==> src/rtl/nearest_landmark_ahead_select_assert.svh <==
// Assertion macros shared by the landmark selector modules.
`ifndef NEAREST_LANDMARK_AHEAD_SELECT_ASSERT_SVH
`define NEAREST_LANDMARK_AHEAD_SELECT_ASSERT_SVH
`ifndef SYNTHESIS
`define NLAS_ASSERT(label, clk, rst_n, prop, msg) \
    label: assert property (@(posedge clk) disable iff (!rst_n) (prop)) \
        else $error(msg);
`define NLAS_ASSERT_IMP(label, clk, rst_n, ante, cons, msg) \
    label: assert property (@(posedge clk) disable iff (!rst_n) (ante) |-> (cons)) \
        else $error(msg);
`define NLAS_ASSERT_NEXT(label, clk, rst_n, ante, cons, msg) \
    label: assert property (@(posedge clk) disable iff (!rst_n) (ante) |=> (cons)) \
        else $error(msg);
`else
`define NLAS_ASSERT(label, clk, rst_n, prop, msg)
`define NLAS_ASSERT_IMP(label, clk, rst_n, ante, cons, msg)
`define NLAS_ASSERT_NEXT(label, clk, rst_n, ante, cons, msg)
`endif
`endif

==> src/rtl/nlas_pkg.sv <==
`timescale 1ns / 1ps
package nlas_pkg;

    localparam int COORD_W = 35;
    localparam int ANGLE_W = 16;
    localparam int TRIG_W  = 16;
    localparam int DIST_W  = 20;
    localparam int TYPE_W  = 8;
    localparam int DSQ_W   = 40;
    localparam int DELTA_W = 21;
    localparam int DIFF_W  = COORD_W + 1;
    localparam int DOT_W   = DELTA_W + TRIG_W + 1;
    localparam int IDX_W   = 3;

    localparam logic [DSQ_W-1:0] NONE_DIST_SQ = 40'd999800010000;
    localparam logic [DSQ_W-1:0] MAX_SQ_RESET = 40'd100000000;

    // 10 degrees expressed in 2^-13 rad, truncated.
    localparam logic signed [ANGLE_W:0] HEADING_LIMIT = 17'sd1429;

    // Offsets of 2^20 or more are rejected outright.
    localparam logic signed [DIFF_W-1:0] DELTA_MAX = 36'sd1048575;
    localparam logic signed [DIFF_W-1:0] DELTA_MIN = -36'sd1048575;

    localparam logic KIND_ANNOT = 1'b0;
    localparam logic KIND_END   = 1'b1;

    typedef enum logic [IDX_W-1:0] {
        REG_CAR_X        = 3'd0,
        REG_CAR_Y        = 3'd1,
        REG_CAR_HEADING  = 3'd2,
        REG_HEADING_COS  = 3'd3,
        REG_HEADING_SIN  = 3'd4,
        REG_MAX_DISTANCE = 3'd5,
        REG_WANTED_TYPE  = 3'd6
    } cfg_reg_t;

    typedef struct packed {
        logic [COORD_W-1:0] car_x;
        logic [COORD_W-1:0] car_y;
        logic [ANGLE_W-1:0] car_heading;
        logic [TRIG_W-1:0]  heading_cos;
        logic [TRIG_W-1:0]  heading_sin;
        logic [DSQ_W-1:0]   max_sq;
        logic [TYPE_W-1:0]  wanted_type;
    } cfg_t;

    typedef struct packed {
        logic               kind;
        logic [TYPE_W-1:0]  ann_code;
        logic [COORD_W-1:0] point_x;
        logic [COORD_W-1:0] point_y;
        logic [COORD_W-1:0] point_z;
        logic [ANGLE_W-1:0] facing;
    } item_t;

    // Classified item passed from the front pipeline to the search unit.
    typedef struct packed {
        logic               kind;
        logic               cand;
        logic [DSQ_W-1:0]   dist_sq;
        logic [COORD_W-1:0] point_x;
        logic [COORD_W-1:0] point_y;
        logic [COORD_W-1:0] point_z;
    } entry_t;

endpackage

==> src/rtl/nlas_queue.sv <==
`timescale 1ns / 1ps
`include "nearest_landmark_ahead_select_assert.svh"
module nlas_queue
    import nlas_pkg::*;
#(
    parameter int DEPTH = 8
) (
    input  logic                       aclk,
    input  logic                       aresetn,
    input  logic                       push,
    input  entry_t                     push_entry,
    input  logic                       pop,
    output logic                       head_valid,
    output entry_t                     head,
    output logic [$clog2(DEPTH+1)-1:0] count
);

    localparam int PTR_W = (DEPTH > 1) ? $clog2(DEPTH) : 1;
    localparam int CNT_W = $clog2(DEPTH + 1);
    localparam logic [PTR_W-1:0] LAST_PTR = PTR_W'(DEPTH - 1);

    entry_t           slots [DEPTH];
    logic [PTR_W-1:0] wr_ptr_reg, wr_ptr_next;
    logic [PTR_W-1:0] rd_ptr_reg, rd_ptr_next;
    logic [CNT_W-1:0] count_reg, count_next;

    always_comb begin
        wr_ptr_next = wr_ptr_reg;
        rd_ptr_next = rd_ptr_reg;
        count_next  = count_reg;
        if (push) begin
            wr_ptr_next = (wr_ptr_reg == LAST_PTR) ? '0 : wr_ptr_reg + 1'b1;
        end
        if (pop) begin
            rd_ptr_next = (rd_ptr_reg == LAST_PTR) ? '0 : rd_ptr_reg + 1'b1;
        end
        if (push && !pop) begin
            count_next = count_reg + 1'b1;
        end else if (pop && !push) begin
            count_next = count_reg - 1'b1;
        end
    end

    always_ff @(posedge aclk) begin
        if (!aresetn) begin
            wr_ptr_reg <= '0;
            rd_ptr_reg <= '0;
            count_reg  <= '0;
        end else begin
            wr_ptr_reg <= wr_ptr_next;
            rd_ptr_reg <= rd_ptr_next;
            count_reg  <= count_next;
        end
    end

    always_ff @(posedge aclk) begin
        if (push) begin
            slots[wr_ptr_reg] <= push_entry;
        end
    end

    assign head_valid = (count_reg != '0);
    assign head       = slots[rd_ptr_reg];
    assign count      = count_reg;

    `NLAS_ASSERT(a_no_overflow, aclk, aresetn, !(push && count_reg == CNT_W'(DEPTH)), "queue push while full")
    `NLAS_ASSERT(a_no_underflow, aclk, aresetn, !(pop && count_reg == '0), "queue pop while empty")
    `NLAS_ASSERT_NEXT(a_count_up, aclk, aresetn, push && !pop, count_reg == CNT_W'($past(count_reg) + 1'b1), "queue count lost a push")

endmodule

==> config.mk <==
export PLATFORM = sky130hd
export DESIGN_NAME = nlas_queue
export DESIGN_NICKNAME = d
export VERILOG_FILES = /design/src/rtl/nlas_pkg.sv /design/src/rtl/nlas_queue.sv
export VERILOG_INCLUDE_DIRS = /design/src /design/src/rtl
export SDC_FILE = /design/constraint.sdc
export NUM_CORES = 1
export LEC_CHECK = 0
export BUFFER_PORTS_ARGS = -buffer_cell sky130_fd_sc_hd__buf_2
export CORE_ASPECT_RATIO = 0.75
export CORE_MARGIN = 2
export CORE_UTILIZATION = 55
export CTS_CLUSTER_SIZE = 25
export DETAILED_ROUTE_END_ITERATION = 12
export GPL_TIMING_DRIVEN = 0
export PLACE_DENSITY = 0.73
export SYNTH_ARGS = -nofsm -noshare
export SYNTH_HDL_FRONTEND = slang
export SYNTH_SLANG_ARGS = --single-unit
==> constraint.sdc <==
create_clock -name aclk -period 17.55 [get_ports aclk]
set_input_delay 2.6325 -clock aclk [delete_from_list [all_inputs] [get_ports aclk]]
set_output_delay 2.6325 -clock aclk [all_outputs]
set_load 0.05 [all_outputs]
Word level (Yosys, flattened, before mapping)

Memories as Yosys holds them, arrays and structs flattened. A register that Yosys moved wholly into a read port is not among the register bits.
Index checks and enable logic that the tools add are counted.

Register bits: 10
Memories kept: 1
Bits in writable memories: 1176

Memory list:

| name  | depth | width | rd ports | clocked after Yosys merged registers in | wr ports | line             | text |
|---|---|---|---|---|---|---|---|
| slots | 8     | 147   | 1        | 1                                       | 1        | nlas_queue.sv:22 | `entry_t slots [DEPTH];` |

Equal/unequal tests: 2
Muxes and demuxes: 8
Add/subtract/negate cells: 4
Reductions and logical operators: 6

Operators with widths:

| cell                                              | count |
|---|---|
| 2-to-1 mux 3 bit                                  | 4 |
| 2-to-1 mux 4 bit                                  | 2 |
| adder 3 x 1 -> 3 bit (second input constant)      | 2 |
| == test 3 bit (second input constant)             | 2 |
| adder 4 x 1 -> 4 bit (second input constant)      | 1 |
| nonzero test 4 bit                                | 1 |
| subtractor 4 x 1 -> 4 bit (second input constant) | 1 |
| logical AND 1 bit                                 | 2 |
| logical NOT 1 bit                                 | 2 |
| 2-to-1 mux 1 bit                                  | 2 |
| nonzero test 2 bit                                | 1 |

Logic depth before layout (Yosys ltp)

Depth in word-level cells: 4
Mapped depth: 8
Gate-level depth less buffers: 8

Least setup slack after synthesis

Ideal clock, no wire load.

Path type: input-to-reg
Start point: input push
End point: memory slots[0][0] (netlist name), enable pin
Setup time: 834 ps
Path slack: 4065 ps
Arrival: 12652 ps
Stages on the path: 2
Cells stage by stage: nand2b_1 -> nor3_1

Word-level cells in the longest chain between the ends: 2

RTL lines:

| what                                   | line             | text |
|---|---|---|
| start, declared                        | nlas_queue.sv:10 | `input logic push,` |
| 2-to-1 mux 1 bit                       | nlas_queue.sv:57 | `if (push) begin` |
| 2-to-1 mux 1 bit (not written as such) | nlas_queue.sv:58 | `slots[wr_ptr_reg] <= push_entry;` |
| end, declared                          | nlas_queue.sv:22 |  |

Every way passes these cells.

==> metrics.cfg <==
[worst_setup_path]
path_class=flop to output pin
critPathLaunchType=flop
worstPathMaxFanout=10
crit_path_frequent_cell=clkbuf_1
cp_data_required_time_ns=14.92
cp_slowest_cell=clkbuf_1
arrival_ns=3.40
cp_slowest_stage_delay_ns=1.03
critical-path-top-delay-family=buffers and inverters
critPathBufInv=3
crit_chain=clkbuf_1, clkbuf_1, mux2_2, buf_2
end_kind=output pin

[run_status]
status=completed

[floorplanning]
placementRows=91
start_util_pct=55.33
dieArea_um2=84700
core_um2=81860
die_y_um=252.5
die_w_um=335.4
ios=303

[clocking]
cts_buffer_depth=3
cts_sinks=1189
clkTransAtPathRegs_ns=0.07
root_buffer=clkbuf_16
ctsHtreeMaxLevel=3
numCtsBuffers=109
clk_latency_ns=0.67
cts_resized=0
cts_tree=yes
hold_buffers=0
postCtsSetupBuffers=0

[yosys]
async_reset_ff_share_pct=0
synth_seq_area_share_pct=78.53
yosysWarnings=0
synth_cell_types=28
syn_nets=1931
syn_area_um2=45300
syn_inst=1772
synth.top_cell.area_share_pct=77.96
synth_seq_cells=1189
postSynthAreaPerCell_um2=25.56
synth_edf_count=1176
synth_commonest_cells=edfxtp_1, mux4_2, mux2_2
synth_area_leaders=edfxtp_1, mux4_2, mux4_1
ys_dominant_reg_cell=edfxtp_1
synth.most_common_cell=edfxtp_1
synth_top_area_cell=edfxtp_1

[timing]
setup_viol=0
maxSlewHeadroom_pct=6.810
period_share_pct=34.37
setup_tns_ns=0
maxSlewViolCount=0
max_freq_mhz=165.8
hold_viol_final=0
period_minus_slack_ns=6.031
tightest_slew_ns=1.398
rsz0062_at_grt=false
skew_ns=0.01580

[pwr]
vdd.ir_drop.worst_v=0.00007837
p_seq_share_pct=52.5
switching_share_pct=22.42
p_leak_nw=17.35
p_sw_mw=1.364
pwr-share-comb_pct=9.4
p_per_area_nw_per_um2=114.7
p_clk_share_pct=38.1
p_int_mw=4.720

[place]
gp_congestion=0.7432
dpl.hpwl_um=58590
place_inst=3222
io_buffers=302
placed_area_um2=49520

[drt]
drt_iter0_drc=1754
drt_first_pass_iters=5
wire_per_inst_um=27.02
wirelength_um=92840
drc=0
vias=20310
ant_nets=0
via_per_inst=5.911

[min_path]
min_path_type=flop to flop

[global_route]
grt_max_degree=27
first_global_vias=20730
grt_overflow_total=0
antenna_found_initial=26
grt_pass1_wl_um=135600
grt_util_all_layers_pct=22.04

[finish]
largest_register_ffs=1176
fin_cells=3436
syn2layout_area_growth_pct=17.09
finish.instance_area_um2=53040
nNetsFinal=2423
drive_above_1_share_pct=37.93

[flow_run]
cap_violations=0

## kinds of logic (layout without fill, tap and decap cells)
kind of cell             count (synthesis)  after routing  synth area share [%]
AO/OA/AOI/OAI                            8              8               0.09945
XOR/XNOR                                 2              2               0.03868
adder cells (fa/ha/maj)                  8              8                0.2375
buffers and inverters                   87            667                 1.284
flip-flops                            1189           1189                 78.53
multiplexers                           445            445                 19.44
other                                    0             15                     0
AND/OR/NAND/NOR                         33             33                0.3646
## cells in the final DEF (no fill, tap or decap), types with 4 or more instances in the layout
cell type / netlist / final
nor2_4: 0 / 6
mux4_2: 163 / 163
clkinv_1: 0 / 18
buf_8: 3 / 8
diode_2: 0 / 15
clkbuf_16: 0 / 111
ha_1: 7 / 7
and2_1: 4 / 4
bufinv_16: 0 / 12
clkinv_2: 0 / 19
dfxtp_1: 13 / 13
edfxtp_1: 1176 / 1176
buf_2: 15 / 317
buf_16: 0 / 8
nand2_1: 7 / 7
mux4_1: 131 / 131
nor2b_1: 5 / 5
nand2b_1: 4 / 4
buf_1: 14 / 14
clkbuf_1: 25 / 58
buf_6: 27 / 59
mux2_2: 147 / 147
mux2i_1: 4 / 4
buf_12: 0 / 32
## tightest hold or removal path, stage by stage, from the launching register on
cell,delay [ns]
dfxtp_1,0.32
nand2_1,0.06
mux2i_1,0.06
## stage by stage
step	worst slack, ns	util [%]	hold slack, ns	total power, mW
floorplan	4.065	-	0.5127	3.658
global placement	-6.799	58.81	0.4622	3.834
detailed placement	12.19	60.48	0.4859	3.831
CTS	11.45	64.75	0.4968	6.135
global route	11.38	64.76	0.5336	6.263
finish	11.52	64.79	0.4959	6.084
## power groups by stage
stage | sequential (mW) | combinational [mW] | clock (mW)
final | 3.19 | 0.570 | 2.32
after global routing | 3.20 | 0.602 | 2.46
after CTS | 3.19 | 0.578 | 2.36
after detailed placement | 3.26 | 0.576 | 0
after global placement | 3.29 | 0.545 | 0
after floorplan | 3.28 | 0.382 | 0
## layer usage
layer	global-route usage (%)	up-vias	routed length, um
met4	5.548	26	1784
met1	31.23	10710	38440
met3	5.486	146	7014
li1	-	8785	-
met5	0	-	162
met2	34.95	641	45440
## final cells by class
type | count | area (um2)
multi-input cells | 496 | 9199
flip-flops and latches | 1189 | 35570
diodes | 15 | 37.54
clock inverters | 55 | 589.3
well taps | 1069 | 1338
clock buffers | 144 | 2902
inverters | 3 | 11.26
plain buffers | 84 | 570.5
fillers | 5170 | 28820
repair buffers | 381 | 2823
## worst paths after layout
check | to | slack [ns] | depth (start not counted) | startpoint
hold / removal | count[3] | 0.50 | 2 | count[3]
setup reg to reg | slots[0][99] | 14.93 | 7 | wr_ptr_reg[0]
setup / recovery | head[57] | 11.52 | 4 | flop
hold reg to reg | count[3] | 0.50 | 2 | count[3]
Note: power is estimated with default switching activity, not from simulation.
