==> config.mk <==
export PLATFORM = sky130hd
export DESIGN_NAME = nlas_back
export DESIGN_NICKNAME = d
export VERILOG_FILES = /design/src/rtl/nlas_pkg.sv /design/src/rtl/nlas_back.sv
export VERILOG_INCLUDE_DIRS = /design/src /design/src/rtl
export SDC_FILE = /design/constraint.sdc
export NUM_CORES = 1
export LEC_CHECK = 0
export BUFFER_PORTS_ARGS = -buffer_cell sky130_fd_sc_hd__buf_2
export CAP_MARGIN = 0
export CORE_ASPECT_RATIO = 1.4
export CORE_UTILIZATION = 49
export CTS_BUF_LIST = sky130_fd_sc_hd__clkbuf_2
export DETAILED_ROUTE_END_ITERATION = 6
export PLACE_DENSITY = 0.87
export SLEW_MARGIN = 15
export SYNTH_ARGS = -nofsm -noshare
export SYNTH_HDL_FRONTEND = slang
export SYNTH_SLANG_ARGS = --single-unit
export TNS_END_PERCENT = 20
==> constraint.sdc <==
create_clock -name aclk -period 8.75 [get_ports aclk]
set_input_delay 1.75 -clock aclk [delete_from_list [all_inputs] [get_ports aclk]]
set_output_delay 1.75 -clock aclk [all_outputs]
set_load 0.005 [all_outputs]
==> src/rtl/nearest_landmark_ahead_select_assert.svh <==
// Assertion macros shared by the landmark selector modules.
`ifndef NEAREST_LANDMARK_AHEAD_SELECT_ASSERT_SVH
`define NEAREST_LANDMARK_AHEAD_SELECT_ASSERT_SVH
`ifndef SYNTHESIS
`define NLAS_ASSERT(label, clk, rst_n, prop, msg) \
    label: assert property (@(posedge clk) disable iff (!rst_n) (prop)) \
        else $error(msg);
`define NLAS_ASSERT_IMP(label, clk, rst_n, ante, cons, msg) \
    label: assert property (@(posedge clk) disable iff (!rst_n) (ante) |-> (cons)) \
        else $error(msg);
`define NLAS_ASSERT_NEXT(label, clk, rst_n, ante, cons, msg) \
    label: assert property (@(posedge clk) disable iff (!rst_n) (ante) |=> (cons)) \
        else $error(msg);
`else
`define NLAS_ASSERT(label, clk, rst_n, prop, msg)
`define NLAS_ASSERT_IMP(label, clk, rst_n, ante, cons, msg)
`define NLAS_ASSERT_NEXT(label, clk, rst_n, ante, cons, msg)
`endif
`endif

==> src/rtl/nlas_pkg.sv <==
`timescale 1ns / 1ps
package nlas_pkg;

    localparam int COORD_W = 35;
    localparam int ANGLE_W = 16;
    localparam int TRIG_W  = 16;
    localparam int DIST_W  = 20;
    localparam int TYPE_W  = 8;
    localparam int DSQ_W   = 40;
    localparam int DELTA_W = 21;
    localparam int DIFF_W  = COORD_W + 1;
    localparam int DOT_W   = DELTA_W + TRIG_W + 1;
    localparam int IDX_W   = 3;

    localparam logic [DSQ_W-1:0] NONE_DIST_SQ = 40'd999800010000;
    localparam logic [DSQ_W-1:0] MAX_SQ_RESET = 40'd100000000;

    // 10 degrees expressed in 2^-13 rad, truncated.
    localparam logic signed [ANGLE_W:0] HEADING_LIMIT = 17'sd1429;

    // Offsets of 2^20 or more are rejected outright.
    localparam logic signed [DIFF_W-1:0] DELTA_MAX = 36'sd1048575;
    localparam logic signed [DIFF_W-1:0] DELTA_MIN = -36'sd1048575;

    localparam logic KIND_ANNOT = 1'b0;
    localparam logic KIND_END   = 1'b1;

    typedef enum logic [IDX_W-1:0] {
        REG_CAR_X        = 3'd0,
        REG_CAR_Y        = 3'd1,
        REG_CAR_HEADING  = 3'd2,
        REG_HEADING_COS  = 3'd3,
        REG_HEADING_SIN  = 3'd4,
        REG_MAX_DISTANCE = 3'd5,
        REG_WANTED_TYPE  = 3'd6
    } cfg_reg_t;

    typedef struct packed {
        logic [COORD_W-1:0] car_x;
        logic [COORD_W-1:0] car_y;
        logic [ANGLE_W-1:0] car_heading;
        logic [TRIG_W-1:0]  heading_cos;
        logic [TRIG_W-1:0]  heading_sin;
        logic [DSQ_W-1:0]   max_sq;
        logic [TYPE_W-1:0]  wanted_type;
    } cfg_t;

    typedef struct packed {
        logic               kind;
        logic [TYPE_W-1:0]  ann_code;
        logic [COORD_W-1:0] point_x;
        logic [COORD_W-1:0] point_y;
        logic [COORD_W-1:0] point_z;
        logic [ANGLE_W-1:0] facing;
    } item_t;

    // Classified item passed from the front pipeline to the search unit.
    typedef struct packed {
        logic               kind;
        logic               cand;
        logic [DSQ_W-1:0]   dist_sq;
        logic [COORD_W-1:0] point_x;
        logic [COORD_W-1:0] point_y;
        logic [COORD_W-1:0] point_z;
    } entry_t;

endpackage

==> src/rtl/nlas_back.sv <==
`timescale 1ns / 1ps
`include "nearest_landmark_ahead_select_assert.svh"
module nlas_back
    import nlas_pkg::*;
(
    input  logic               aclk,
    input  logic               aresetn,
    input  logic               head_valid,
    input  entry_t             head,
    output logic               pop,
    output logic               m_tvalid,
    input  logic               m_tready,
    output logic               out_found,
    output logic [DSQ_W-1:0]   out_dist_sq,
    output logic [COORD_W-1:0] out_x,
    output logic [COORD_W-1:0] out_y,
    output logic [COORD_W-1:0] out_z
);

    logic [DSQ_W-1:0]   best_reg;
    logic [COORD_W-1:0] held_x_reg, held_y_reg, held_z_reg;
    logic               out_valid_reg, out_valid_next;
    logic               found_reg;
    logic [DSQ_W-1:0]   dist_reg;
    logic [COORD_W-1:0] ox_reg, oy_reg, oz_reg;
    logic               take_end;
    logic               take_best;

    // An annotation never waits on the output; an end item needs a free result slot.
    assign pop       = head_valid && ((head.kind == KIND_ANNOT) || !out_valid_reg || m_tready);
    assign take_end  = pop && (head.kind == KIND_END);
    assign take_best = pop && (head.kind == KIND_ANNOT) && head.cand
                    && (head.dist_sq < best_reg);

    always_comb begin
        out_valid_next = out_valid_reg;
        if (take_end) begin
            out_valid_next = 1'b1;
        end else if (m_tready) begin
            out_valid_next = 1'b0;
        end
    end

    always_ff @(posedge aclk) begin
        if (!aresetn) begin
            best_reg      <= NONE_DIST_SQ;
            held_x_reg    <= '0;
            held_y_reg    <= '0;
            held_z_reg    <= '0;
            out_valid_reg <= 1'b0;
        end else begin
            out_valid_reg <= out_valid_next;
            if (take_end) begin
                best_reg <= NONE_DIST_SQ;
            end else if (take_best) begin
                best_reg   <= head.dist_sq;
                held_x_reg <= head.point_x;
                held_y_reg <= head.point_y;
                held_z_reg <= head.point_z;
            end
        end
    end

    always_ff @(posedge aclk) begin
        if (take_end) begin
            found_reg <= (best_reg != NONE_DIST_SQ);
            dist_reg  <= best_reg;
            ox_reg    <= held_x_reg;
            oy_reg    <= held_y_reg;
            oz_reg    <= held_z_reg;
        end
    end

    assign m_tvalid    = out_valid_reg;
    assign out_found   = found_reg;
    assign out_dist_sq = dist_reg;
    assign out_x       = ox_reg;
    assign out_y       = oy_reg;
    assign out_z       = oz_reg;

    `NLAS_ASSERT_IMP(a_found_match, aclk, aresetn, out_valid_reg, found_reg == (dist_reg != NONE_DIST_SQ), "found flag disagrees with distance")
    `NLAS_ASSERT_NEXT(a_best_reload, aclk, aresetn, take_end, best_reg == NONE_DIST_SQ, "best distance not reloaded after end item")
    `NLAS_ASSERT(a_best_bound, aclk, aresetn, best_reg <= NONE_DIST_SQ, "best distance above the none value")

endmodule

Word-level counts from Yosys, hierarchy flattened

Index checks and enable logic that the tools add are counted.

Register bits: 292
Output and inout port bits: 148
Bits of input ports: 151
Word-level logic and storage cells: 28

Bitwise logic cells: 3
Mux-type cells: 2
Eq/ne operators: 1
Reduce and logical (&&, ||, !) cells: 11
Magnitude comparators: 1

Operators by type and width:

| kind                 | count |
|---|---|
| $lt 40x40->1         | 1 |
| $ne 40x40->1 const B | 1 |
| $logic_and 1x1->1    | 5 |
| $not 1->1            | 3 |
| $logic_or 1x1->1     | 2 |
| $mux 1               | 2 |
| $reduce_and 2->1     | 1 |
| $reduce_bool 2->1    | 1 |
| $reduce_or 2->1      | 1 |
| $logic_not 1->1      | 1 |

Longest topological paths before layout

Depth in word-level cells: 8
Depth in mapped cells: 11
Depth with buffers taken out: 8

Least setup slack after synthesis

OpenSTA, ideal clock, no wires.

Kind: input -> register
From: input head_valid
To: register best_reg[25]
Cell stages on the path: 7
Setup slack: -0.051 ns
Arrival: 8.680 ns
Buffers on the path: 2
Required time: 8.629 ns
Path through: nand2_1 > nor2_1 > nor2b_1 > clkbuf_1 > clkbuf_1 > nand2_1 > mux2i_1

Cells in the longest elaborated chain, start to end: 4
Elaborated cells on any way between the ends: 6
Those cells by class: reduce/logical: 6

Ends and longest elaborated chain:

| element                        | RTL line        | source |
|---|---|---|
| from (decl)                    | nlas_back.sv:8  | `input logic head_valid,` |
| $logic_and 1x1->1 (*)          | nlas_back.sv:30 | `assign pop = head_valid && ((head.kind == KIND_ANNOT) \|\| !out_valid_reg \|\| m_tready);` |
| $logic_and 1x1->1 (2 in a row) | nlas_back.sv:32 | `assign take_best = pop && (head.kind == KIND_ANNOT) && head.cand` |
| $logic_and 1x1->1              | nlas_back.sv:33 | `&& (head.dist_sq < best_reg);` |
| to (signal assigned)           | nlas_back.sv:56 | `best_reg <= head.dist_sq;` |
| to (decl)                      | nlas_back.sv:20 | `logic [DSQ_W-1:0] best_reg;` |

Mark *: on every way between the ends. The rest lies on a longest branch, timed or not.
A chain may end at the register's enable or synchronous reset.

Worst setup path after layout

From: input head[122] in the netlist's numbering
To: register held_y_reg[31]

Cells in the longest elaborated chain, start to end: 3

Ends and longest elaborated chain:

| element                    | RTL line        | source |
|---|---|---|
| from (decl)                | nlas_back.sv:9  | `input entry_t head,` |
| $lt 40x40->1               | nlas_back.sv:33 |  |
| $logic_and 1x1->1          | nlas_back.sv:33 |  |
| $reduce_and 2->1 (no line) | n/a             |  |
| to (signal assigned)       | nlas_back.sv:58 | `held_y_reg <= head.point_y;` |
| to (decl)                  | nlas_back.sv:21 | `logic [COORD_W-1:0] held_x_reg, held_y_reg, held_z_reg;` |

No other way between the ends.

==> results.md <==
- Maximum clock skew at final layout: 0.0575 ns
- Post-DP HPWL: 17100 µm
- Crit path DAT: 5.23 ns
- Hold crit path type: reg2reg
- Sequential share of the synthesized area: 65.2%
- Crit path kind: in2reg
- Peak supply drop: 101 µV
- Startpoint of the most critical register-to-register path: best_reg[17]
- Setup slack after layout: 4.19 ns
- Clock latency at the later pin of the worst-skew pair: 0.79 ns
- Io pins: 299
- Initial antenna violation count: 7
- Period minus WS final: 4.56 ns
- Net Count, Synth: 1122
- Die boundary height: 181 µm
- Setup repair after global routing missed its margin: false
- Area used by multi-input combinational logic: 0.00353 mm²
- Worst setup path endpoint: held_y_reg[31]
- CP max FO: 51
- Post-cts gate resize count: 0
- Cell row count: 65
- Iter 0 DRT Violations: 394
- Net count reported at finish: 1453
- Vias: 8075
- Cell at the root of the clock tree: sky130_fd_sc_hd__clkbuf_2
- Endpoints failing hold: 0
- Slew Viols, Final: 0
- Post-DR wirelength/cell: 15.7 µm
- Synthesized cell area: 0.0112 mm²
- DRT Pass-1 Iters: 5
- Final cycle utilization of the critical path: 52.2%
- Sequential cell area: 0.00731 mm²
- Worst r2r dst: held_y_reg[31]
- Setup slack on the worst flop-to-flop path: 4.82 ns
- Number of setup violations in the final report: 0
- Cell count of the worst reg-to-reg path: 10
- Initial core utilization: 49.8%
- Port buffer count: 298
- Aggregate global routing overflow: 0
- Die area: 0.0235 mm²
- Flop and latch count out of synthesis: 292
- Post-placement worst setup slack: 3.52 ns
- Area growth from synthesis to layout: 21.0%
- Core area: 0.0225 mm²
- Top-area cell type share of the netlist area: 39.1%
- Global-route wire length before repair: 38500 µm
- Max-slew headroom at the worst pin: 26.7%
- Total CTS buffers: 69
- Final Hold Slack: 0.401 ns
- Share of post-route cells with drive strength above 1: 32.3%
- Antenna Nets Post-Route: 0
- Number of clock sinks seen by CTS: 292
- Power density normalized to cell area: 190 mW/mm²
- Overall power of the completed layout: 2.58 mW
- Cell accounting for the most synthesized area: sky130_fd_sc_hd__edfxtp_1
- Startpoint kind of the worst setup timing path: input port
- Post-Route WL: 25400 µm
- Vias per std cell: 4.98
- Number of global-route vias before repair: 8059
- CP Capture Type: register
- Max Buffers Root-to-Sink: 3
- Post-CTS setup repair buffer count: 0
- Critical path required time: 9.41 ns
- Number of library cell types mapped by synthesis: 29
- Total track usage: 21.3%
- Synthesized instance count: 932
- Final weighted congestion of routability-driven global placement: 0.905
- Number of DRC violations after detailed routing: 0
- Transition at the pin with the smallest max-transition slack: 1.10 ns
- Number of violations of the max-capacitance limit: 0
- Leakage power total: 5.78 nW
- Timing-limited maximum frequency: 219 MHz
- Pin count of the biggest net entering global routing: 141
- DIE WIDTH: 130 µm
- Synth top area cells: sky130_fd_sc_hd__edfxtp_1, sky130_fd_sc_hd__dfxtp_1, sky130_fd_sc_hd__mux2i_1
- Clock transition at the register clock pins on the worst setup and hold paths after CTS: 0.12 ns
- Clock tree from TritonCTS: built
- Setup TNS Final: 0 ns
- Number of H-tree levels: 3
- Hold_buf cts: 0
- Yosys warns: 0
- Share of the core filled with cells in the final layout: 60.2%
- First element of the critical path: head[122]
- Run status: completed
- Post-synthesis average cell area: 12.0 µm²
- Fill cell count: 1858
==> routing by layer <==
layer	vias up	routed length [µm]	global-route usage, %
met5	-	29	0
met4	4	1340	16.5
met3	79	1660	5.39
met2	339	12800	35.8
met1	3764	9610	22.4
li1	3889	-	-
==> layout make-up <==
cell class	instances	share of cell area, %
Tap cell	301	2.78
Timing Repair Buffer	308	11.6
Sequential cell	292	53.9
Antenna cell	5	0.0922
Inverter	39	1.08
Clock buffer	105	3.87
Clock inverter	17	0.692
Multi-Input combinational cell	553	26.0
==> metrics by stage <==
| step | cells | instance area [µm²] |
|---|---|---|
| floorplan | 932 | 11200 |
| global placement | 1493 | 12900 |
| detailed placement | 1493 | 12900 |
| CTS | 1615 | 13600 |
| global route | 1619 | 13600 |
| finish | 1620 | 13600 |
==> cells by family (layout without fill, tap and decap cells) <==
kind of cell	Yosys count	after routing	synth area share [%]
adders and majority gates	39	39	4.35
muxes	145	145	12.9
buffers and inverters	87	469	3.65
other	0	5	0
DFF	292	292	65.2
and+or+nand+nor	337	337	12.1
AOI/OAI and AO/OA	32	32	1.80
==> where the power goes <==
group / internal, mW / total, mW / switching [mW] / leakage (nW)
logic: 0.0896 / 0.211 / 0.122 / 2.73
registers: 1.49 / 1.51 / 0.0206 / 2.56
clock network: 0.347 / 0.864 / 0.517 / 0.493
total: 1.92 / 2.58 / 0.659 / 5.78
==> how the worst min path moves through the flow <==
stage	start	to	slack, ns	depth (start not counted)
3_3_place_gp	held_z_reg[24]	out_z[24]	0.41	0
6_report	held_x_reg[14]	out_x[14]	0.40	0
5_1_grt	held_y_reg[11]	out_y[11]	0.43	0
3_5_place_dp	held_y_reg[23]	out_y[23]	0.41	0
4_1_cts	held_y_reg[1]	out_y[1]	0.39	0
2_1_floorplan	held_x_reg[0]	out_x[0]	0.41	0
==> worst max-delay path, stage by stage <==
cell                       delay (ns)
sky130_fd_sc_hd__buf_2           0.12
sky130_fd_sc_hd__ha_1            0.30
sky130_fd_sc_hd__a21oi_1         0.15
sky130_fd_sc_hd__o21ai_0         0.18
sky130_fd_sc_hd__a221o_1         0.38
sky130_fd_sc_hd__a2111o_1        0.45
sky130_fd_sc_hd__a221oi_4        0.32
sky130_fd_sc_hd__buf_4           0.45
sky130_fd_sc_hd__buf_4           0.77
sky130_fd_sc_hd__mux2i_1         0.27
==> Yosys cell counts (all sizes together) <==
library cell,n
nand2,261
dfxtp,146
edfxtp,146
mux2i,145
nor2,41
ha,39
inv,39
clkbuf,32
buf,16
a21oi,13
nand4,10
nor4,8
a21o,6
o21ai,6
nor2b,5
and4,4
nor3,4
nand2b,2
a2111o,1
a2111oi,1
a21boi,1
a221o,1
a221oi,1
nand3,1
nand3b,1
o211ai,1
o21a,1
==> cell usage in the layout, fill, tap and decap left out, drive strengths merged, types with 2 or more instances in the layout <==
cell    count
buf       308
nand2     261
dfxtp     146
edfxtp    146
mux2i     145
clkbuf    105
inv        43
nor2       41
ha         39
a21oi      13
clkinv     12
nand4      10
nor4        8
a21o        6
o21ai       6
diode       5
nor2b       5
and4        4
nor3        4
nand2b      2
Note: power is estimated with default switching activity, not from simulation.
