## src/rtl/nearest_landmark_ahead_select_assert.svh

```systemverilog
// Assertion macros shared by the landmark selector modules.
`ifndef NEAREST_LANDMARK_AHEAD_SELECT_ASSERT_SVH
`define NEAREST_LANDMARK_AHEAD_SELECT_ASSERT_SVH
`ifndef SYNTHESIS
`define NLAS_ASSERT(label, clk, rst_n, prop, msg) \
    label: assert property (@(posedge clk) disable iff (!rst_n) (prop)) \
        else $error(msg);
`define NLAS_ASSERT_IMP(label, clk, rst_n, ante, cons, msg) \
    label: assert property (@(posedge clk) disable iff (!rst_n) (ante) |-> (cons)) \
        else $error(msg);
`define NLAS_ASSERT_NEXT(label, clk, rst_n, ante, cons, msg) \
    label: assert property (@(posedge clk) disable iff (!rst_n) (ante) |=> (cons)) \
        else $error(msg);
`else
`define NLAS_ASSERT(label, clk, rst_n, prop, msg)
`define NLAS_ASSERT_IMP(label, clk, rst_n, ante, cons, msg)
`define NLAS_ASSERT_NEXT(label, clk, rst_n, ante, cons, msg)
`endif
`endif

```

## src/rtl/nlas_pkg.sv

```systemverilog
`timescale 1ns / 1ps
package nlas_pkg;

    localparam int COORD_W = 35;
    localparam int ANGLE_W = 16;
    localparam int TRIG_W  = 16;
    localparam int DIST_W  = 20;
    localparam int TYPE_W  = 8;
    localparam int DSQ_W   = 40;
    localparam int DELTA_W = 21;
    localparam int DIFF_W  = COORD_W + 1;
    localparam int DOT_W   = DELTA_W + TRIG_W + 1;
    localparam int IDX_W   = 3;

    localparam logic [DSQ_W-1:0] NONE_DIST_SQ = 40'd999800010000;
    localparam logic [DSQ_W-1:0] MAX_SQ_RESET = 40'd100000000;

    // 10 degrees expressed in 2^-13 rad, truncated.
    localparam logic signed [ANGLE_W:0] HEADING_LIMIT = 17'sd1429;

    // Offsets of 2^20 or more are rejected outright.
    localparam logic signed [DIFF_W-1:0] DELTA_MAX = 36'sd1048575;
    localparam logic signed [DIFF_W-1:0] DELTA_MIN = -36'sd1048575;

    localparam logic KIND_ANNOT = 1'b0;
    localparam logic KIND_END   = 1'b1;

    typedef enum logic [IDX_W-1:0] {
        REG_CAR_X        = 3'd0,
        REG_CAR_Y        = 3'd1,
        REG_CAR_HEADING  = 3'd2,
        REG_HEADING_COS  = 3'd3,
        REG_HEADING_SIN  = 3'd4,
        REG_MAX_DISTANCE = 3'd5,
        REG_WANTED_TYPE  = 3'd6
    } cfg_reg_t;

    typedef struct packed {
        logic [COORD_W-1:0] car_x;
        logic [COORD_W-1:0] car_y;
        logic [ANGLE_W-1:0] car_heading;
        logic [TRIG_W-1:0]  heading_cos;
        logic [TRIG_W-1:0]  heading_sin;
        logic [DSQ_W-1:0]   max_sq;
        logic [TYPE_W-1:0]  wanted_type;
    } cfg_t;

    typedef struct packed {
        logic               kind;
        logic [TYPE_W-1:0]  ann_code;
        logic [COORD_W-1:0] point_x;
        logic [COORD_W-1:0] point_y;
        logic [COORD_W-1:0] point_z;
        logic [ANGLE_W-1:0] facing;
    } item_t;

    // Classified item passed from the front pipeline to the search unit.
    typedef struct packed {
        logic               kind;
        logic               cand;
        logic [DSQ_W-1:0]   dist_sq;
        logic [COORD_W-1:0] point_x;
        logic [COORD_W-1:0] point_y;
        logic [COORD_W-1:0] point_z;
    } entry_t;

endpackage

```

## src/rtl/nlas_front.sv

```systemverilog
`timescale 1ns / 1ps
module nlas_front
    import nlas_pkg::*;
(
    input  logic       aclk,
    input  logic       aresetn,
    input  logic       in_valid,
    input  item_t      in_item,
    input  cfg_t       cfg,
    output logic       push,
    output entry_t     push_entry,
    output logic [1:0] inflight
);

    // Stage 1: offsets and the cheap tests.
    logic [DIFF_W-1:0]  dx_full;
    logic [DIFF_W-1:0]  dy_full;
    logic [ANGLE_W:0]   head_diff;
    logic               range_ok;
    logic               head_ok;
    logic               type_ok;

    logic               v1_reg;
    logic               kind1_reg;
    logic               pass1_reg;
    logic [DELTA_W-1:0] dx1_reg;
    logic [DELTA_W-1:0] dy1_reg;
    logic [COORD_W-1:0] x1_reg, y1_reg, z1_reg;

    // Stage 2: products.
    logic signed [2*DELTA_W-1:0]      sqx_full, sqy_full;
    logic signed [DELTA_W+TRIG_W-1:0] dotx_full, doty_full;

    logic                             v2_reg;
    logic                             kind2_reg;
    logic                             pass2_reg;
    logic [DSQ_W-1:0]                 sqx2_reg, sqy2_reg;
    logic [DELTA_W+TRIG_W-1:0]        dotx2_reg, doty2_reg;
    logic [COORD_W-1:0]               x2_reg, y2_reg, z2_reg;

    // Stage 3: sums and final tests.
    logic [DSQ_W:0]   d2_sum;
    logic [DOT_W-1:0] dot_sum;
    logic             cand3;

    logic             push_reg;
    entry_t           entry_reg;

    assign dx_full   = {in_item.point_x[COORD_W-1], in_item.point_x}
                     - {cfg.car_x[COORD_W-1], cfg.car_x};
    assign dy_full   = {in_item.point_y[COORD_W-1], in_item.point_y}
                     - {cfg.car_y[COORD_W-1], cfg.car_y};
    assign head_diff = {cfg.car_heading[ANGLE_W-1], cfg.car_heading}
                     - {in_item.facing[ANGLE_W-1], in_item.facing};

    assign range_ok = ($signed(dx_full) <= DELTA_MAX) && ($signed(dx_full) >= DELTA_MIN)
                   && ($signed(dy_full) <= DELTA_MAX) && ($signed(dy_full) >= DELTA_MIN);
    assign head_ok  = ($signed(head_diff) <= HEADING_LIMIT)
                   && ($signed(head_diff) >= -HEADING_LIMIT);
    assign type_ok  = (in_item.ann_code == cfg.wanted_type);

    assign sqx_full  = $signed(dx1_reg) * $signed(dx1_reg);
    assign sqy_full  = $signed(dy1_reg) * $signed(dy1_reg);
    assign dotx_full = $signed(dx1_reg) * $signed(cfg.heading_cos);
    assign doty_full = $signed(dy1_reg) * $signed(cfg.heading_sin);

    assign d2_sum  = {1'b0, sqx2_reg} + {1'b0, sqy2_reg};
    assign dot_sum = {dotx2_reg[DELTA_W+TRIG_W-1], dotx2_reg}
                   + {doty2_reg[DELTA_W+TRIG_W-1], doty2_reg};
    assign cand3   = pass2_reg && (d2_sum <= {1'b0, cfg.max_sq}) && !dot_sum[DOT_W-1];

    always_ff @(posedge aclk) begin
        if (!aresetn) begin
            v1_reg   <= 1'b0;
            v2_reg   <= 1'b0;
            push_reg <= 1'b0;
        end else begin
            v1_reg   <= in_valid;
            v2_reg   <= v1_reg;
            push_reg <= v2_reg;
        end
    end

    always_ff @(posedge aclk) begin
        kind1_reg <= in_item.kind;
        pass1_reg <= (in_item.kind == KIND_ANNOT) && type_ok && range_ok && head_ok;
        dx1_reg   <= dx_full[DELTA_W-1:0];
        dy1_reg   <= dy_full[DELTA_W-1:0];
        x1_reg    <= in_item.point_x;
        y1_reg    <= in_item.point_y;
        z1_reg    <= in_item.point_z;

        kind2_reg <= kind1_reg;
        pass2_reg <= pass1_reg;
        sqx2_reg  <= DSQ_W'(unsigned'(sqx_full));
        sqy2_reg  <= DSQ_W'(unsigned'(sqy_full));
        dotx2_reg <= dotx_full;
        doty2_reg <= doty_full;
        x2_reg    <= x1_reg;
        y2_reg    <= y1_reg;
        z2_reg    <= z1_reg;

        entry_reg.kind    <= kind2_reg;
        entry_reg.cand    <= cand3;
        entry_reg.dist_sq <= d2_sum[DSQ_W-1:0];
        entry_reg.point_x <= x2_reg;
        entry_reg.point_y <= y2_reg;
        entry_reg.point_z <= z2_reg;
    end

    assign push       = push_reg;
    assign push_entry = entry_reg;
    assign inflight   = {1'b0, v1_reg} + {1'b0, v2_reg} + {1'b0, push_reg};

endmodule

```

## config.mk

```make
export PLATFORM = sky130hd
export DESIGN_NAME = nlas_front
export DESIGN_NICKNAME = d
export VERILOG_FILES = /design/src/rtl/nearest_landmark_ahead_select_assert.svh /design/src/rtl/nlas_pkg.sv /design/src/rtl/nlas_front.sv
export SDC_FILE = /design/constraint.sdc
export NUM_CORES = 2
export LEC_CHECK = 0
export BUFFER_PORTS_ARGS = -buffer_cell sky130_fd_sc_hd__buf_2
export CORE_ASPECT_RATIO = 1.75
export CORE_UTILIZATION = 58
export DETAILED_ROUTE_END_ITERATION = 7
export GPL_TIMING_DRIVEN = 0
export HOLD_SLACK_MARGIN = 0.1
export PLACE_DENSITY = 0.81
export SYNTH_ARGS = -nofsm -noshare
export SYNTH_HDL_FRONTEND = slang
export SYNTH_SLANG_ARGS = --single-unit
```

## constraint.sdc

```tcl
create_clock -name aclk -period 7 [get_ports aclk]
set_input_delay 0.35 -clock aclk [delete_from_list [all_inputs] [get_ports aclk]]
set_output_delay 0.35 -clock aclk [all_outputs]
set_load 0.1 [all_outputs]
```

## After elaboration in Yosys (flattened, before gate mapping)

Cells that the tools add are included.

| word-level totals | value |
|---|---|
| output and inout port bits | 150 |
| input port bits | 299 |
| word-level logic and storage cells | 55 |
| register bits after elaboration | 560 |

| operators by class | value |
|---|---|
| bitwise operators | 1 |
| $mul | 4 |
| equality and inequality tests | 1 |
| reduce and logical (&&, ||, !) cells | 10 |
| $add $sub $neg | 7 |
| order comparisons | 7 |

Operators with widths:

| cell | number |
|---|---|
| 21-bit by 21-bit multiplier with 40-bit output | 2 |
| 21-bit by 16-bit multiplier with 37-bit output | 2 |
| 36-bit by 21-bit greater-or-equal comparator with 1-bit output, second input constant | 2 |
| 36-bit by 21-bit <= comparator with 1-bit output, second input constant | 2 |
| 35-bit by 35-bit subtractor with 36-bit output | 2 |
| 40-bit by 40-bit adder with 41-bit output | 1 |
| 41-bit by 40-bit <= comparator with 1-bit output | 1 |
| 37-bit by 37-bit adder with 38-bit output | 1 |
| 17-bit by 12-bit greater-or-equal comparator with 1-bit output, second input constant | 1 |
| 17-bit by 12-bit <= comparator with 1-bit output, second input constant | 1 |
| 16-bit by 16-bit subtractor with 17-bit output | 1 |
| 1-bit logical AND | 9 |
| 8-bit == test | 1 |
| 1-bit by 1-bit adder with 2-bit output | 1 |
| 2-bit by 1-bit adder with 2-bit output | 1 |
| 1-bit logical NOT | 1 |
| 1-bit inverter | 1 |

## Logic depth before layout (Yosys ltp)

| depth | value |
|---|---|
| depth after elaboration | 7 |
| gate-level depth with buffers | 31 |
| mapped depth without buffers | 30 |

## Worst setup path before layout

No wires, ideal clock.

| path | value |
|---|---|
| path type | register -> register |
| start point | reg dx1_reg[9] |
| end point | reg sqx2_reg[39] |
| data required time | 6.879 ns |
| path slack | -0.461 ns |
| period minus slack after synthesis | 7.461 ns |
| setup time | 0.121 ns |
| data arrival time | 7.341 ns |
| path buffers | 2 |
| stages on the path, launching flop included | 32 |
| path through | dfxtp_1 -> clkbuf_1 -> clkbuf_1 -> nand2_1 -> fa_1 -> inv_1 -> fa_1 -> inv_1 -> fa_1 -> inv_1 -> fa_1 -> inv_1 -> fa_1 -> inv_1 -> fa_1 -> inv_1 -> fa_1 -> inv_1 -> ha_1 -> a21o_1 -> a21o_1 -> a31oi_1 -> o21ai_0 -> o41ai_1 -> o311a_1 -> nor3_1 -> a41o_1 -> o21ai_0 -> nand2b_1 -> a21oi_1 -> o21ai_0 -> xnor2_1 |

| between the ends | value |
|---|---|
| cells in the longest elaborated chain, start to end | 1 |

Ends and longest elaborated chain:

| what | line | text |
|---|---|---|
| start: declaration | nlas_front.sv:26 | `logic [DELTA_W-1:0] dx1_reg;` |
| start signal: assignment | nlas_front.sv:87 | `dx1_reg <= dx_full[DELTA_W-1:0];` |
| 21-bit by 21-bit multiplier with 40-bit output | nlas_front.sv:62 | `assign sqx_full = $signed(dx1_reg) * $signed(dx1_reg);` |
| via sqx_full[39] | nlas_front.sv:31 | `logic signed [2*DELTA_W-1:0] sqx_full, sqy_full;` |
| end signal: assignment | nlas_front.sv:95 | `sqx2_reg <= DSQ_W'(unsigned'(sqx_full));` |
| end: declaration | nlas_front.sv:37 | `logic [DSQ_W-1:0] sqx2_reg, sqy2_reg;` |

The timed path passes the listed nets, and every way through them passes these cells.
A chain may end at the register's enable or synchronous reset.

## Worst setup path in the final report

| path | value |
|---|---|
| start point | reg dx1_reg[7] |
| end point | reg sqx2_reg[39] |

The elaborated chain is that of the path after synthesis.

==> key figures <==
Status
  – Status: finished with violations
  – Failing checks: negative setup slack

Die
  – Die area: 125600 sq um
  – Initial Util: 58.57%
  – Num rows: 170
  – Core Region: 122900 sq um
  – Die X: 268.3 um
  – Die H: 468.1 um
  – # IOs: 449

Critical path
  – CP Max Fanout: 5
  – Reg2Reg Setup Slack: -0.78 ns
  – R2r worst-path depth: 30
  – Required @ worst endpoint: 7.53 ns
  – Slowest cell on crit path: fa_1
  – FF-to-FF End: sqx2_reg[39]$_DFF_P_
  – Worst EP arrival: 8.31 ns
  – Critical Path Source: dx1_reg[7]$_DFF_P_
  – Cell repeated most along the worst path: fa_1
  – Crit end category: flop
  – Max incr delay on CP: 0.52 ns
  – Worst reg2reg startpoint: dx1_reg[7]$_DFF_P_
  – Startpoint Class: flop
  – Crit Path Class: flop to flop

Timing
  – Rel. slew slack: 30.69%
  – Final Max Slew Viols: 0
  – Final Hold Viols: 0
  – RSZ-0062 raised after global routing: true
  – Final Cycle Share: 111.1%
  – Setup violations, final: 14
  – Worst setup slack after layout: -0.7782 ns
  – Tmin final: 7.778 ns
  – Fmax: 128.6 MHz
  – Worst Skew: 0.05361 ns
  – Slew @ Worst Pin: a little over 1 ns

Hold path
  – Min-delay src: cfg[108]
  – Cells on Worst Hold Path: 4
  – Hold Path Sink: dy1_reg[12]$_DFF_P_
  – Worst min path class: input port to flop

Layout
  – Largest register FFs: 147
  – Non-Filler Instances: between 10000 and 15000
  – Area occupied by registers: 11310 sq um
  – Share of layout cells above drive strength 1: 14.62%
  – Fill count: 9040
  – Design Area, Final: 84070 sq um
  – Nets: ~11000
  – Area growth syn-to-layout: 16.76%
  – Area of the multi-input gates: 53910 sq um

Clocking
  – Num Clock Sinks: 558
  – Number of buffers created by CTS: 53
  – Worst-path clk slew: 0.08 ns
  – Clock Latency Late Sink: 0.72 ns
  – CTS H-tree depth: 2
  – CTS Root Cell: clkbuf_16
  – CTS max path bufs: 3
  – CTS tree: done

Route
  – Residual DRC: 0
  – Number of DRC markers in iteration 0: 3855
  – Wire length per cell: 23.93 um
  – DR pass1 iterations: 6
  – Routed WL: 239800 um
  – Antenna Nets Post-Route: 0
  – Routed vias: 57010
  – Via density: roughly 5.7

Place
  – Dpl hpwl: 183500 um
  – I/O Buffers: 448
  – Placer's final routability congestion estimate: 1.042
  – Inst Count DP: 9614
  – Cell Area, Placed: 76400 sq um

GRT
  – Pin count of the biggest net entering global routing: 18
  – First-pass GRT wire length: 360500 um
  – Tot GR Track Use: 39.32%
  – Grt ovf: 0
  – Vias in the first global route: about 64000
  – Initial antenna violation count: 25

Synthesis
  – Seq cells post-synth: roughly 560
  – Fraction of the yosys area taken by sequential cells: approximately 16%
  – Total number of yosys warnings: 0
  – Distinct cells, synth: 80
  – Dominant synthesized flop cell: dfxtp_1
  – Post-synth EDFFs: 0
  – Asr flop ratio synth: 0%
  – Syn_nets: 9931
  – Post-Syn Area: 72010 sq um
  – Mapped Avg Cell Area: 9.561 sq um
  – Post-Syn Instances: 7531

Job
  – Number of max-cap violations: 0
## stage by stage
step / util (%) / setup TNS [ns] / hold slack, ns / worst slack [ns]
finish: 68.38 / -4.246 / 0.1361 / -0.7782
global route: 68.36 / -8.027 / 0.1656 / -0.8577
CTS: 67.01 / -2.555 / 0.1209 / -0.5051
detailed placement: 62.14 / -89.40 / 0.3121 / -2.571
global placement: 62.14 / -83.98 / 0.3095 / -2.523
floorplan: - / 0 / 0.3096 / 0.01179
## final cells by class
type | count | share of cell area, %
well taps | 1634 | 2.432
flip-flops and latches | 558 | 13.45
diodes | 20 | 0.05953
multi-input cells | 4769 | 64.12
clock buffers | 64 | 1.710
clock inverters | 34 | 0.4911
plain buffers | 223 | 2.932
inverters | 1976 | 8.885
repair buffers | 744 | 5.919
## repair_timing
item | CTS | global route
endpoints found under the setup margin | 89 | 47
hold buffers | 117 | 0
buffers inserted | 75 | 103
cloned | 0 | 2
hold endpoints to repair | 117 | 0
resized for setup | 616 | 288
pin swaps | 74 | 169
## cell usage after synthesis, types with 8 or more instances
master    instances  area (sq um)
nor2_1          245         919.6
o211ai_1         17         127.6
or2_2            10         62.56
a211oi_1         24         180.2
xnor2_1         231          2023
nor2b_1          52         325.3
dfxtp_1         558         11170
inv_1          1971          7398
nor4_1           13         81.33
or3_1             8         50.05
and2_1          400          2502
nand2b_1         49         306.5
o21ai_0         108         540.5
clkbuf_1        222         833.3
fa_1           1467         29370
o31ai_1          13         97.59
a31oi_1          20         125.1
xor2_1           77         674.4
ha_1            634          7933
nand3_1          44         220.2
and3_1           20         125.1
nand4_1          32         200.2
nand2_1         718          2695
o21a_1           43         322.8
a21o_1          106         795.8
o21bai_1         36         270.3
nor3_1           44         220.2
a31o_2           15         131.4
a21oi_1         208          1041
## kinds of logic after synthesis
logic type / count (synthesis) / share of synthesized area [%]
adder cells (fa/ha/maj): 2101 / 51.80
flip-flops: 558 / 15.51
multiplexers: 5 / 0.07645
AO/OA/AOI/OAI: 684 / 6.224
XOR/XNOR: 309 / 3.769
buffers and inverters: 2204 / 11.49
AND/OR/NAND/NOR: 1670 / 11.12
## worst max path at each step
| stage | slack (ns) | depth (start not counted) | to |
|---|---|---|---|
| floorplan | 0.01 | 30 | sqx2_reg[38]$_DFF_P_ |
| global placement | -2.52 | 27 | sqx2_reg[38]$_DFF_P_ |
| detailed placement | -2.57 | 27 | sqx2_reg[38]$_DFF_P_ |
| CTS | -0.51 | 30 | sqx2_reg[38]$_DFF_P_ |
| global route | -0.86 | 29 | sqx2_reg[37]$_DFF_P_ |
| finish | -0.78 | 30 | sqx2_reg[39]$_DFF_P_ |
## placed cells by master, fill, tap and decap left out, drive strengths merged, types with 106 or more instances in the layout
cell / synthesis / layout
a21o: 106 / 106
a21oi: 209 / 209
and2: 400 / 400
buf: 6 / 670
clkbuf: 222 / 244
dfxtp: 558 / 558
dlygate4sd3: 0 / 117
fa: 1467 / 1467
ha: 634 / 634
inv: 1971 / 1969
nand2: 718 / 718
nor2: 245 / 245
o21ai: 115 / 115
xnor2: 232 / 232
## per-layer routing
metal	share of wire (%)	routed length (um)	vias to the layer above	global-route usage (%)
li1	-	-	24020	-
met1	28	67780	28300	35.92
met2	50	119700	3066	66.86
met3	8.5	20390	1626	11.07
met4	13	31890	8	41.87
met5	0.020	48	-	0.3134
## worst max-delay path, delay by kind of cell (launching register included)
kind / cells / cell delay [ns]
AO/OA/AOI/OAI: 11 / 2.19
XOR/XNOR: 1 / 0.39
adder cells (fa/ha/maj): 8 / 3.54
buffers and inverters: 7 / 0.65
flip-flops: 1 / 0.46
AND/OR/NAND/NOR: 3 / 0.38
Power is not shown: default switching activity piles up to over one toggle a cycle in this logic, so the estimate is an artifact.
